File: src/sv/mtp_pkg.sv
package mtp_pkg;

   // Table geometry
   localparam int unsigned TABLE_WORDS  = 624;
   localparam int unsigned TWIST_OFFSET = 397;
   localparam int unsigned IDX_W        = 10;

   localparam logic [IDX_W-1:0] LAST_IDX   = IDX_W'(TABLE_WORDS - 1);
   localparam logic [IDX_W-1:0] FAR_STEP   = IDX_W'(TWIST_OFFSET);
   localparam logic [IDX_W-1:0] TABLE_SIZE = IDX_W'(TABLE_WORDS);

   // Generator constants
   localparam logic [31:0] SEED_MULT     = 32'd1812433253;
   localparam logic [31:0] TWIST_MATRIX  = 32'h9908_b0df;
   localparam logic [31:0] HIGH_BIT_MASK = 32'h8000_0000;
   localparam logic [31:0] LOW_BITS_MASK = 32'h7fff_ffff;
   localparam logic [31:0] TEMPER_B      = 32'h9d2c_5680;
   localparam logic [31:0] TEMPER_C      = 32'hefc6_0000;
   localparam logic [31:0] RESET_SEED    = 32'd5489;

   // Controller states
   typedef enum logic [1:0] {
      ST_FILL,
      ST_IDLE,
      ST_TWIST,
      ST_HOLD
   } state_type;

   // Commands from controller to datapath
   typedef struct packed {
      logic fill_step;
      logic accept;
      logic twist;
      logic load_out;
   } cmd_type;

   // Status from datapath to controller
   typedef struct packed {
      logic fill_last;
      logic out_free;
   } status_type;

   // Output tempering of one state word
   function automatic logic [31:0] temper(input logic [31:0] y_in);
      logic [31:0] y;
      y = y_in;
      y = y ^ (y >> 11);
      y = y ^ ((y << 7) & TEMPER_B);
      y = y ^ ((y << 15) & TEMPER_C);
      y = y ^ (y >> 18);
      return y;
   endfunction

endpackage

File: src/sv/mtp_ctrl.sv
module mtp_ctrl (
   input  logic                clock,
   input  logic                reset,
   input  logic                req_tvalid,
   output logic                req_tready,
   input  logic                csr_wr_en,
   input  mtp_pkg::status_type status,
   output mtp_pkg::cmd_type    cmd
);

   mtp_pkg::state_type state_ff;
   mtp_pkg::state_type state_in;

   // State register
   always_ff @(posedge clock) begin
      if (reset) begin
         state_ff <= mtp_pkg::ST_FILL;
      end else begin
         state_ff <= state_in;
      end
   end

   // Next state
   always_comb begin
      state_in = state_ff;
      case (state_ff)
         mtp_pkg::ST_FILL: begin
            if (status.fill_last) begin
               state_in = mtp_pkg::ST_IDLE;
            end
         end
         mtp_pkg::ST_IDLE: begin
            if (req_tvalid) begin
               state_in = mtp_pkg::ST_TWIST;
            end
         end
         mtp_pkg::ST_TWIST: begin
            state_in = mtp_pkg::ST_HOLD;
         end
         mtp_pkg::ST_HOLD: begin
            if (status.out_free) begin
               state_in = req_tvalid ? mtp_pkg::ST_TWIST : mtp_pkg::ST_IDLE;
            end
         end
         default: begin
            state_in = mtp_pkg::ST_FILL;
         end
      endcase
      // a seed write restarts the table fill from any state
      if (csr_wr_en) begin
         state_in = mtp_pkg::ST_FILL;
      end
   end

   // Outputs
   always_comb begin
      req_tready    = 1'b0;
      cmd.fill_step = 1'b0;
      cmd.twist     = 1'b0;
      cmd.load_out  = 1'b0;
      case (state_ff)
         mtp_pkg::ST_FILL: begin
            cmd.fill_step = 1'b1;
         end
         mtp_pkg::ST_IDLE: begin
            req_tready = 1'b1;
         end
         mtp_pkg::ST_TWIST: begin
            cmd.twist = 1'b1;
         end
         mtp_pkg::ST_HOLD: begin
            req_tready   = status.out_free;
            cmd.load_out = status.out_free;
         end
         default: begin
            req_tready = 1'b0;
         end
      endcase
      cmd.accept = req_tvalid && req_tready;
   end

`ifndef SYNTH
   // no beat is taken while the table is being filled
   a_no_accept_in_fill: assert property (@(posedge clock) disable iff (reset)
      (state_ff == mtp_pkg::ST_FILL) |-> !req_tready)
      else $error("request taken during table fill");

   // every accepted beat without a seed write is twisted in the next cycle
   a_accept_then_twist: assert property (@(posedge clock) disable iff (reset)
      (req_tvalid && req_tready && !csr_wr_en) |=> cmd.twist)
      else $error("accepted beat not twisted");

   // a seed write always starts a fill
   a_seed_fills: assert property (@(posedge clock) disable iff (reset)
      csr_wr_en |=> (state_ff == mtp_pkg::ST_FILL))
      else $error("seed write did not start fill");

   // a result is loaded only after a twist
   a_load_after_twist: assert property (@(posedge clock) disable iff (reset)
      cmd.load_out |-> $past(cmd.twist) || $past(state_ff == mtp_pkg::ST_HOLD))
      else $error("result loaded without a twist");
`endif

endmodule

File: config.mk
export PLATFORM = sky130hd
export DESIGN_NAME = mtp_ctrl
export DESIGN_NICKNAME = d
export VERILOG_FILES = /design/src/sv/mtp_pkg.sv /design/src/sv/mtp_ctrl.sv
export SDC_FILE = /design/constraint.sdc
export NUM_CORES = 1
export LEC_CHECK = 0
export ABC_AREA = 1
export BUFFER_PORTS_ARGS = -buffer_cell sky130_fd_sc_hd__buf_4
export CAP_MARGIN = 25
export CORE_AREA = 2 2 39 41
export DETAILED_ROUTE_END_ITERATION = 10
export DIE_AREA = 0 0 41 43
export PLACE_DENSITY = 0.3
export SLEW_MARGIN = 20
export SYNTH_ARGS = -nofsm -noshare
export SYNTH_HDL_FRONTEND = slang
export SYNTH_SLANG_ARGS = --single-unit
File: constraint.sdc
create_clock -name clock -period 2.25 [get_ports clock]
set_clock_uncertainty 0.05 [all_clocks]
set_input_delay 0 -clock clock [delete_from_list [all_inputs] [get_ports clock]]
set_output_delay 0 -clock clock [all_outputs]
set_load 0.02 [all_outputs]
==> results.cfg <==
[hold_path]
timing.hold.worst.start = req_tvalid
min_delay_path_depth = 3
min-delay-path-class = in2reg
timing.hold.worst_endpoint = state_ff[0]

[clock_tree]
clock_sink_count = 2
ctsHtreeMaxLevel = 1
cts_setup_buffers = 0
post_cts_resize_count = 0
cts_hold_buffers = 2
worst_setup_hold_path_clk_slew_ps = 30
tritoncts = done
cts-root-buf = sky130_fd_sc_hd__clkbuf_4
max-clock-path-buffers = 2
worstSkewPairLatency_ps = 220
numCtsBuffers = 3

[worst_setup_path]
path_class = in2reg
critPathSlowestCell = sky130_fd_sc_hd__dlygate4sd3_1
timing.reg2reg.worst_path_depth = 4
flop_to_flop_setup_slack_ps = 1270
crit_required_ps = 2360
kind_of_end_point_of_the_critical_path = flop
cp.arrival_ps = 1450
worst-path-buf-inv = 3
critPathMostFrequentCell = sky130_fd_sc_hd__dlygate4sd3_1
timing.critical_path.from_type = primary input
timing.rr.start = state_ff[0]
crit_path_leading_delay_family = buffers and inverters
critical-path-max-stage-delay_ps = 560
cp_cell_sequence = dlygate4sd3_1 -> buf_4 -> nor2_1 -> dlygate4sd3_1 -> nand2_1 -> nor2_2
cp_max_fo = 2
endpoint_of_the_most_critical_register_to_register_path = state_ff[0]

[drt]
route.antenna.remaining_nets = 0
vias_per_cell = 3.41
dr_drc_count = 0
drt_pass1_iterations = 3
route.final.wire_length_um = 392
drt-initial-drc-count = 4
vias = 191
routedWlPerCell_um = 7.00

[layout]
fin_nets = 48
antenna_cells = 0
largest_reg_flops = 2
drive_above_1_share_pct = 42.5
largest_register = state_ff
top_regs = state_ff: 2 flops
area_growth_syn_to_layout_pct = 93.2

[grt]
antenna_found_initial = 0
grtUsageTotal_pct = 5.41
first_pass_grt_wire_length_um = 572
first_global_vias = 153
grt_max_degree = 7
grt_remaining_overflow = 0

[synthesis]
syn_avg_cell_area_um2 = 5.91
synthCells = 25
post_synth_num_cell_types = 10
ys_ff_latch = 2
syn-num-nets = 31
synth_warnings = 0
synth.cell_area_um2 = 148
seq_area_frac_synth_pct = 27.1

[die]
initial_core_util_pct = 10.7
pin_count = 11
fp-row-count = 14
y_dimension_of_the_die_um = 43
core_um2 = 1380
fp.dieArea_um2 = 1760
chip_width_um = 41

[job]
maxCapViolations = 0

[timing]
relSlewSlack_pct = 86.1
fmaxAchievable_mhz = 747
finalSetupTns_ps = 0
final_hold_viol_count = 0
post-route-period-util_pct = 59.5
layout_min_cycle_time_ps = 1340
setup_repair_after_global_routing_missed_its_margin = false
transition_time_at_the_pin_with_the_least_slew_margin_ps = 208
report.final.setup_viol = 0
timing.final.max_slew_violations = 0

[pwr]
p_sw_share_pct = 23.8
pwr-share-clk_pct = 53.4
power.density_cell_area_nw_per_um2 = 514
power_frac_seq_pct = 26.6
power.net_switching_uw = 34.9
share_comb_of_total_power_pct = 20.0
vdd_ir_drop_max_v = 0.000339
totalPowerFinal_uw = 147
leakagePower_uw = 0.000157
internal_power_uw = 112

[place]
dpl.hpwl_um = 318
count_of_port_buffers_added_during_placement = 10
gp_congestion = 0.548

[status]
status = complete, no violations
-- cells by family after synthesis --
kind of cell	after synthesis	synth area share (%)
flops	2	27.1
buf+inv	7	17.8
simple gates	14	45.8
compound gates	2	9.32
-- synthesized netlist by cell type --
| library cell | number | area, um^2 |
|---|---|---|
| sky130_fd_sc_hd__o21ai_1 | 1 | 5.00 |
| sky130_fd_sc_hd__inv_1 | 7 | 26.3 |
| sky130_fd_sc_hd__nor2_2 | 2 | 12.5 |
| sky130_fd_sc_hd__and2_4 | 1 | 8.76 |
| sky130_fd_sc_hd__nor2_1 | 2 | 7.51 |
| sky130_fd_sc_hd__nand3_1 | 3 | 15.0 |
| sky130_fd_sc_hd__dfxtp_1 | 2 | 40.0 |
| sky130_fd_sc_hd__a21oi_2 | 1 | 8.76 |
| sky130_fd_sc_hd__nand2_1 | 5 | 18.8 |
| sky130_fd_sc_hd__nor3_1 | 1 | 5.00 |
-- per-stage QoR --
stage | cell area, um^2 | utilization, % | cells | hold slack [ps] | setup WS, ps
floorplan | 148 | - | 25 | 103 | 1100
global placement | 243 | 17.5 | 51 | 201 | 1260
detailed placement | 243 | 17.5 | 51 | 205 | 1270
CTS | 285 | 20.6 | 56 | 22.8 | 918
global route | 285 | 20.6 | 56 | 25.6 | 857
finish | 285 | 20.6 | 56 | 24.3 | 911
-- worst min-delay path, delay by kind of cell --
kind / cells / cell delay, ps
AND/OR/NAND/NOR: 2 / 170
buffers and inverters: 1 / 80
-- layer usage --
layer	routed length [um]	vias up	GRT usage, %
li1	-	104	-
met1	211	74	7.64
met3	67	0	6.28
met5	0	-	0
met4	0	0	2.00
met2	113	13	4.69
-- cell usage in the layout, fill, tap and decap left out --
| cell | count |
|---|---|
| sky130_fd_sc_hd__buf_4 | 10 |
| sky130_fd_sc_hd__inv_1 | 7 |
| sky130_fd_sc_hd__nand2_1 | 5 |
| sky130_fd_sc_hd__nand3_1 | 3 |
| sky130_fd_sc_hd__clkbuf_4 | 3 |
| sky130_fd_sc_hd__nor2_1 | 2 |
| sky130_fd_sc_hd__nor2_2 | 2 |
| sky130_fd_sc_hd__dlygate4sd3_1 | 2 |
| sky130_fd_sc_hd__dfxtp_1 | 2 |
| sky130_fd_sc_hd__nor3_1 | 1 |
| sky130_fd_sc_hd__a21oi_2 | 1 |
| sky130_fd_sc_hd__and2_4 | 1 |
| sky130_fd_sc_hd__o21ai_1 | 1 |
-- power groups by stage --
stage                     Combinational, uW  Clock, uW  Sequential [uW]
final                                  29.3       78.3             39.0
after global routing                   32.8       86.8             39.3
after CTS                              29.6       82.6             39.0
after detailed placement               26.9          0             39.4
after global placement                 27.0          0             39.5
after floorplan                        14.5          0             39.0
-- layout make-up --
cell class	count	area, um^2
Clock buffer	3	22.5
Tap cell	16	20.0
Sequential cell	2	40.0
Inverter	7	26.3
Timing Repair Buffer	12	95.1
Multi-Input combinational cell	16	81.3
Fill cell	156	1100
-- how the worst max path moves through the flow --
stage	depth (start not counted)	slack (ps)	startpoint	to
after floorplan	4	1100	state_ff[0]	state_ff[0]
after global placement	4	1260	state_ff[0]	state_ff[0]
after detailed placement	4	1270	state_ff[0]	state_ff[0]
after CTS	6	920	reset	state_ff[0]
after global routing	6	860	reset	state_ff[0]
final	6	910	reset	state_ff[0]
(Power assumes the default switching activity.)
